**src/sv/ssnl_pkg.sv**
```systemverilog
// Shared constants and types for the shift-subtract natural log pipeline.
package ssnl_pkg;

	localparam int LOG_STAGES      = 15;
	localparam int SHIFT_STAGES    = 4;
	localparam int STEPS_PER_STAGE = 3;
	localparam int PIPE_STAGES     = LOG_STAGES / STEPS_PER_STAGE;
	localparam int ACC_WIDTH       = 15;
	localparam int ONE_FIXED       = 512;

	typedef logic [ACC_WIDTH-1:0] acc_t;
	typedef logic [3:0]           shamt_t;

	localparam acc_t STAGE_ADD [LOG_STAGES] = '{
		15'd11357, 15'd5678, 15'd2839, 15'd1420, 15'd830, 15'd457, 15'd241, 15'd124,
		15'd63, 15'd32, 15'd16, 15'd8, 15'd4, 15'd2, 15'd1
	};

	localparam shamt_t STAGE_SHIFT [LOG_STAGES] = '{
		4'd8, 4'd4, 4'd2, 4'd1, 4'd1, 4'd2, 4'd3, 4'd4,
		4'd5, 4'd6, 4'd7, 4'd8, 4'd9, 4'd10, 4'd11
	};

endpackage

```
**src/sv/ssnl_stage.sv**
```systemverilog
// One registered pipeline stage applying three consecutive log steps.
module ssnl_stage #(
	parameter int W     = 24,
	parameter int FIRST = 0
) (
	input  logic                clk,
	input  logic                arst_n,
	input  logic                in_valid,
	output logic                in_ready,
	input  logic [W-1:0]        w_in,
	input  ssnl_pkg::acc_t      acc_in,
	output logic                out_valid,
	input  logic                out_ready,
	output logic [W-1:0]        w_out,
	output ssnl_pkg::acc_t      acc_out
);
	import ssnl_pkg::*;

	logic [W-1:0] w_c;
	acc_t         acc_c;
	logic [W-1:0] cand;
	logic         valid_s1;
	logic [W-1:0] w_s1;
	acc_t         acc_s1;

	always_comb begin
		w_c   = w_in;
		acc_c = acc_in;
		cand  = '0;
		for (int i = 0; i < STEPS_PER_STAGE; i++) begin
			if (FIRST + i < SHIFT_STAGES) begin
				cand = w_c >> STAGE_SHIFT[FIRST + i];
			end else begin
				cand = w_c - (w_c >> STAGE_SHIFT[FIRST + i]);
			end
			if (cand >= W'(ONE_FIXED)) begin
				w_c   = cand;
				acc_c = acc_c + STAGE_ADD[FIRST + i];
			end
		end
	end

	assign in_ready = !valid_s1 || out_ready;

	always_ff @(posedge clk or negedge arst_n) begin
		if (!arst_n) begin
			valid_s1 <= 1'b0;
		end else if (in_ready) begin
			valid_s1 <= in_valid;
		end
	end

	// hold payload unless a new item moves in
	always_ff @(posedge clk) begin
		if (in_ready && in_valid) begin
			w_s1   <= w_c;
			acc_s1 <= acc_c;
		end
	end

	assign out_valid = valid_s1;
	assign w_out     = w_s1;
	assign acc_out   = acc_s1;

endmodule

```
**src/sv/shift_subtract_natural_log_unit.sv**
```systemverilog
// Top level of the pipelined shift-subtract natural log unit.
//
//  channel  | handshake                   | payload
//  ---------+-----------------------------+------------------------------
//  input    | in_valid  / in_stall (out)  | x_in    [INPUT_WIDTH-1:0]
//  output   | out_valid / out_stall (in)  | log_out [14:0]
//
// Five register stages of three log steps each: one item per cycle while
// out_stall is low. Reset clears only the stage valid bits.
// A stage takes a new item when it is empty or its successor takes its own,
// so bubbles are squeezed out while out_stall is high; in_stall rises only
// when every stage holds an item and the output is stalled.
module shift_subtract_natural_log_unit #(
	parameter int INPUT_WIDTH = 24
) (
	input  logic                   clk,
	input  logic                   arst_n,
	input  logic                   in_valid,
	output logic                   in_stall,
	input  logic [INPUT_WIDTH-1:0] x_in,
	output logic                   out_valid,
	input  logic                   out_stall,
	output logic [14:0]            log_out
);
	import ssnl_pkg::*;

	logic                   valid_c [PIPE_STAGES+1];
	logic                   ready_c [PIPE_STAGES+1];
	logic [INPUT_WIDTH-1:0] w_c     [PIPE_STAGES+1];
	acc_t                   acc_c   [PIPE_STAGES+1];

	assign valid_c[0] = in_valid;
	assign w_c[0]     = x_in;
	assign acc_c[0]   = '0;
	assign in_stall   = !ready_c[0];

	for (genvar g = 0; g < PIPE_STAGES; g++) begin : g_stage
		ssnl_stage #(
			.W     (INPUT_WIDTH),
			.FIRST (g * STEPS_PER_STAGE)
		) u_stage (
			.clk       (clk),
			.arst_n    (arst_n),
			.in_valid  (valid_c[g]),
			.in_ready  (ready_c[g]),
			.w_in      (w_c[g]),
			.acc_in    (acc_c[g]),
			.out_valid (valid_c[g+1]),
			.out_ready (ready_c[g+1]),
			.w_out     (w_c[g+1]),
			.acc_out   (acc_c[g+1])
		);
	end

	assign ready_c[PIPE_STAGES] = !out_stall;
	assign out_valid            = valid_c[PIPE_STAGES];
	assign log_out              = acc_c[PIPE_STAGES];

endmodule

```
**config.mk**
```make
export PLATFORM = sky130hd
export DESIGN_NAME = shift_subtract_natural_log_unit
export DESIGN_NICKNAME = d
export VERILOG_FILES = /design/src/sv/ssnl_pkg.sv /design/src/sv/ssnl_stage.sv /design/src/sv/shift_subtract_natural_log_unit.sv
export SDC_FILE = /design/constraint.sdc
export NUM_CORES = 1
export LEC_CHECK = 0
export ABC_AREA = 1
export BUFFER_PORTS_ARGS = -buffer_cell sky130_fd_sc_hd__buf_4
export CELL_PAD_IN_SITES_DETAIL_PLACEMENT = 1
export CELL_PAD_IN_SITES_GLOBAL_PLACEMENT = 1
export CORE_MARGIN = 1.5
export CORE_UTILIZATION = 40
export DETAILED_ROUTE_END_ITERATION = 7
export PLACE_DENSITY_LB_ADDON = 0.1
export SETUP_SLACK_MARGIN = 0.5
export SLEW_MARGIN = 20
export SYNTH_ARGS = -nofsm -noshare
export SYNTH_HDL_FRONTEND = slang
export SYNTH_HIERARCHICAL = 1
export SYNTH_SLANG_ARGS = --single-unit
```
**constraint.sdc**
```tcl
create_clock -name clk -period 6.9 [get_ports clk]
set_input_delay 1.035 -clock clk [delete_from_list [all_inputs] [get_ports clk]]
set_output_delay 1.035 -clock clk [all_outputs]
set_load 0.02 [all_outputs]
```
==> metrics.yaml, run 1 <==
status: "aborted with a tool error"
haltStage: "5_1_grt"
first-error: "[ERROR GRT-0232] Routing congestion too high. Check the congestion heatmap in the GUI."
htree_levels: 4
cts-buffers-inserted: 17
start_util_pct: 40.5
worstEndpointType: "sequential cell input"
preCtsSetupSlack_ns: -0.876
grt_max_degree: 41
die_h_um: 291
port_buffers: 44
syn_area_um2: 33200
row_count: 105
yosysWarnings: 6
cts.hold.buffers_added: 0
avgSynthCellArea_um2: 5.84
hpwlAfterDp_um: 111000
die_x_um: 291
synthCells: 5689
io_pins: 45
track_usage_pct: 66.2
routabilityCongestion: 0.928
cts_root_buffer: "clkbuf_16"
gr-total-overflow: 9
crit_endpoint: "g_stage[3].u_stage/acc_out[14]$_DFFE_PP_/D"
placed_cells: 7758
clock_path_buffers: 2
routing by layer:
| metal | GRT overflow | global-route usage (%) |
|---|---|---|
| met5 | 0 | 19.5 |
| met4 | 5 | 66.5 |
| met3 | 0 | 45.3 |
| met2 | 4 | 89.3 |
| met1 | 0 | 64.2 |
through the flow:
stage	area, um2	hold slack, ns
after CTS	48400	0.306
after detailed placement	42700	0.498
after global placement	42700	0.496
after floorplan	34300	0.400
what timing repair did:
item	CTS
setup endpoints to repair	128
setup buffers	181
pin swaps	293
hold endpoints to repair	0
gates resized for setup	729
cloned	27
==> run 2: changes to the inputs <==
Settings changed: CELL_PAD_IN_SITES_DETAIL_PLACEMENT 1 to unset, CELL_PAD_IN_SITES_GLOBAL_PLACEMENT 1 to unset, CORE_UTILIZATION 40 to 25, PLACE_DENSITY_LB_ADDON 0.1 to 0.15, SETUP_SLACK_MARGIN 0.5 to unset.
Clock period 6.9 ns to 9 ns, I/O delays scaled along.
==> metrics.yaml, run 2 <==
track_usage_pct: 16.1
mostFrequentLayoutCell: "nand2_1"
setup_tns_ns: 0
clock_sinks: 176
ant_nets: 0
max_freq_mhz: 121
num_antenna_cells: 0
skew_ns: 0.0137
die_h_um: 368  # +26%
wirelength_um: 111000
cap_violations: 0
port_buffers: 44  # unchanged
cp.depth: 44
grt_pass1_wl_um: 176000
crit_start: "g_stage[3].u_stage/w_out[18]"
drt-initial-drc-count: 2523
drive_gt1_share_pct: 11.4
worstSetupPathType: "reg -> reg"
via_count: 34857
drc: 0
critPathCaptureType: "flop"
largest_register_ff_count: 96
htree_levels: 4  # unchanged
grt_max_degree: 40
fillers: 15025
crit_buf_inv: 8
clock_path_buffers: 2  # unchanged
first_global_vias: 32634
critPathLaunchType: "flop"
max_slew_margin_pct: 50.7
fin_util_pct: 28.1
rr_worst_depth: 44
crit_path_top_delay_cell: "fa_1"
insertion_delay_ns: 0.51
avgSynthCellArea_um2: 5.84  # unchanged
crit_family: "simple AND/OR/NAND/NOR gates"
cts_tree: "yes"
cts-buffers-inserted: 17  # unchanged
yosysWarnings: 6  # unchanged
cts.hold.buffers_added: 0  # unchanged
cts_root_buffer: "clkbuf_16"
io_pins: 45  # unchanged
critPathMaxFanout: 15
routabilityCongestion: 0.896  # -3.4%
r2r-end: "g_stage[4].u_stage/acc_out[13]"
report.final.slew_viol_count: 0
wl_per_cell_um: 14.6
final_cells: 7612
hold_path.class: "reg -> reg"
start_util_pct: 25.2  # -15 points
synthCells: 5689  # unchanged
final.period_utilization_pct: 91.7
syn_area_um2: 33200  # unchanged
synthToLayoutAreaGrowth_pct: 11.2
rsz0062_at_grt: "true"
r2r_slack_ns: 0.75
die_x_um: 368  # +26%
placed_cells: 7571  # -2.4%
endpoint: "g_stage[4].u_stage/acc_out[13]"
status: "finished clean"
nNetsFinal: 6078
gr-total-overflow: 0
die_area_um2: 135000
setup_viol: 0
antenna_found_initial: 1
period_needed_ns: 8.25
vias_per_cell: 4.58
tightest_slew_ns: 0.731
cp.required_ns: 9.25
max_stage_delay_ns: 0.44
cts.clk_slew.worst_paths_ns: 0.07
finalHoldViolCount: 0
layout_common_cells: "nand2_1, inv_1, nand3_1"
row_count: 133  # +27%
rr_startpoint: "g_stage[3].u_stage/w_out[18]"
core_um2: 132000
hpwlAfterDp_um: 95200  # -14%
critPathMostFrequentCell: "nand2_1"
worstPathArrival_ns: 8.50
first_pass_iters: 5
-- run 2: repair_timing --
| item | 4_1_cts | 5_1_grt |
|---|---|---|
| endpoints found under the hold margin | 0 | 0 |
| setup endpoints to repair | 0 | 66 |
| setup buffers | 0 | 7 |
| resized for setup | 0 | 37 |
-- run 2: layout make-up --
cell class	instances	area, um2	area share [%]
Tap cell	1755	2200	5.94
Clock inverter	14	141	0.383
Sequential cell	176	5260	14.2
Inverter	1016	3820	10.4
Clock buffer	18	429	1.16
Timing Repair Buffer	155	1190	3.23
Multi-Input combinational cell	4478	23900	64.7
-- run 2: routing by layer --
metal	GRT usage [%]	share of wire, %	routed length, um	up-vias
met4	2.61	1.0	1120	0
met2	27.4	47	52300	519
li1	-	-	-	18445
met3	1.47	2.8	3140	67
met5	0	0	0	-
met1	22.2	49	54700	15826
-- run 2: through the flow --
stage | hold slack, ns | cell area (um2) | setup slack (ns)
finish | 0.487 | 36900 | 0.745
global placement | 0.499 | 36200 | 0.175
CTS | 0.498 | 36800 | 0.0195
floorplan | 0.400 | 33500 | 1.58
detailed placement | 0.477 | 36200 | 0.0444
global route | 0.498 | 36900 | -0.00367
-- run 2: worst min path at each step --
stage / slack, ns / cells past startpoint / startpoint / to
after detailed placement: 0.48 / 0 / g_stage[2].u_stage/acc_out[0] / g_stage[3].u_stage/acc_out[0]
after global placement: 0.50 / 0 / g_stage[2].u_stage/acc_out[1] / g_stage[3].u_stage/acc_out[1]
after global routing: 0.50 / 0 / g_stage[2].u_stage/acc_out[1] / g_stage[3].u_stage/acc_out[1]
after CTS: 0.50 / 0 / g_stage[2].u_stage/acc_out[0] / g_stage[3].u_stage/acc_out[0]
final: 0.49 / 0 / g_stage[2].u_stage/acc_out[0] / g_stage[3].u_stage/acc_out[0]
after floorplan: 0.40 / 0 / g_stage[2].u_stage/acc_out[0] / g_stage[3].u_stage/acc_out[0]
Power of run 2 is not shown: default switching activity piles up to over one toggle a cycle in this logic, so the estimate is an artifact.
==> run 3: changes to the inputs <==
Settings changed: ABC_AREA 1 to unset, ABC_CLOCK_PERIOD_IN_PS set to 9000.
==> metrics.yaml, run 3 <==
r2r-end: "g_stage[2].u_stage/acc_out[12]"
cts.clk_slew.worst_paths_ns: 0.08  # about the same
drc: 0  # unchanged
drive_gt1_share_pct: 40.2  # +29 points
num_antenna_cells: 0  # unchanged
critPathMostFrequentCell: "a21o_1"
port_buffers: 44  # unchanged
fin_util_pct: 39.3  # +11 points
min_from: "g_stage[2].u_stage/acc_out[0]"
nNetsFinal: 5834  # -4.0%
avgSynthCellArea_um2: 7.54  # +29%
via_count: 36040  # +3.4%
mostFrequentLayoutCell: "buf_4"
die_x_um: 357  # -2.9%
max_slew_margin_pct: 33.3  # -17 points
rr_startpoint: "g_stage[1].u_stage/w_out[0]"
row_count: 129  # -3.0%
status: "complete, but fails checks"
critPathMaxFanout: 8  # -7
hpwlAfterDp_um: 99300  # +4.3%
report.final.slew_viol_count: 0  # unchanged
first_global_vias: 35385  # +8.4%
hold_path.class: "reg -> reg"
core_um2: 124000  # -5.8%
final.period_utilization_pct: 114  # +22 points
tightest_slew_ns: 1.00  # +0.269 ns
setup_viol: 82  # +82
rr_worst_depth: 53  # +20%
clock_path_buffers: 2  # unchanged
critPathLaunchType: "flop"
insertion_delay_ns: 0.52  # about the same
rsz0062_at_grt: "true"
synthToLayoutAreaGrowth_pct: 55.7
clock_sinks: 176  # unchanged
hold_slack_ns: 0.460  # -0.0262 ns
htree_levels: 4  # unchanged
worstPathArrival_ns: 10.48  # +1.98 ns
grt_pass1_wl_um: 192000  # +9.2%
min_to: "g_stage[3].u_stage/acc_out[0]"
gr-total-overflow: 0  # unchanged
start_util_pct: 25.3  # +0.026 points
wirelength_um: 123000  # +10%
cts_root_buffer: "clkbuf_16"
violations: "setup timing"
syn_area_um2: 31300  # -5.7%
first_pass_iters: 5  # unchanged
regArea_um2: 5260  # unchanged
period_needed_ns: 10.22  # +1.96 ns
fin_ws_ns: -1.22  # -1.96 ns
cap_violations: 0  # unchanged
die_area_um2: 127000  # -5.7%
finalHoldViolCount: 0  # unchanged
vias_per_cell: 4.97  # +8.6%
max_stage_delay_ns: 0.55  # +0.11 ns
cp.required_ns: 9.26  # about the same
track_usage_pct: 18.7  # +2.6 points
antenna_found_initial: 1  # unchanged
die_h_um: 357  # -2.9%
grt_max_degree: 40  # unchanged
layout_common_cells: "buf_4, nand2_1, nor2_1, a21oi_1, inv_1"
fillers: 12977  # -14%
drt-initial-drc-count: 1828  # -28%
max_freq_mhz: 97.9  # -19%
cts.hold.buffers_added: 0  # unchanged
skew_ns: 0.0214  # +0.00764 ns
routabilityCongestion: 0.898  # +0.20%
yosysWarnings: 6  # unchanged
largest_register_ff_count: 96  # unchanged
cts-buffers-inserted: 17  # unchanged
critPathCaptureType: "flop"
ant_nets: 0  # unchanged
multi_input_area_um2: 27600  # +16%
worstSetupPathType: "reg -> reg"
r2r_slack_ns: -1.22  # -1.96 ns
hold_path_depth: 0  # unchanged
crit_path_top_delay_cell: "or4_4"
wl_per_cell_um: 16.9  # +16%
cts_tree: "yes"
io_pins: 45  # unchanged
synthCells: 4157  # -27%
-- run 3: worst max-delay path, delay by kind of cell, from the launching register on --
family / cells / cell delay [ns]
compound gates: 18 / 2.84
xor+xnor: 1 / 0.16
fa+ha+maj: 5 / 1.20
buf+inv: 8 / 0.89
flops: 1 / 0.40
mux: 1 / 0.19
simple gates: 20 / 4.24
-- run 3: routing by layer --
layer / up-vias / global-route usage, % / part of all wire [%]
met5: - / 0 / 0
met4: 0 / 3.42 / 1.3
met3: 84 / 1.54 / 2.4
met2: 481 / 32.2 / 48
met1: 17214 / 25.4 / 48
li1: 18261 / - / -
-- run 3: area by class of cell --
type	count	area share (%)
sequential	176	10.8
timing repair buffer	1557	25.1
clock buffer	17	0.872
tap	1637	4.20
clock inverter	15	0.331
multi-input combinational	3574	56.6
inverter	274	2.11
-- run 3: worst max path at each step --
stage	start	end	cells past startpoint
CTS	g_stage[1].u_stage/w_out[0]	g_stage[2].u_stage/acc_out[3]	55
global placement	g_stage[2].u_stage/w_out[15]	g_stage[3].u_stage/w_out[6]	42
floorplan	g_stage[1].u_stage/w_out[0]	g_stage[2].u_stage/acc_out[4]	55
finish	g_stage[1].u_stage/w_out[0]	g_stage[2].u_stage/acc_out[12]	53
global route	g_stage[1].u_stage/w_out[0]	g_stage[2].u_stage/acc_out[12]	52
detailed placement	g_stage[1].u_stage/w_out[0]	g_stage[2].u_stage/acc_out[3]	50
-- run 3: repair_timing --
action,4_1_cts,5_1_grt
gates resized for setup,438,225
buffers inserted,148,75
pin swaps,190,133
endpoints found under the setup margin,127,127
gates cloned,6,4
-- run 3: stage by stage --
| step | cell area, um2 | setup slack (ns) | setup TNS, ns | cells |
|---|---|---|---|---|
| floorplan | 32200 | -1.27 | -54.64 | 4224 |
| finish | 48800 | -1.22 | -66.77 | 7250 |
| detailed placement | 43300 | -1.73 | -125.87 | 7000 |
| global placement | 43300 | -1.55 | -120.67 | 7000 |
| CTS | 47200 | -1.19 | -60.48 | 7183 |
| global route | 48800 | -1.74 | -104.36 | 7250 |
Power of run 3 is left out for the same reason.
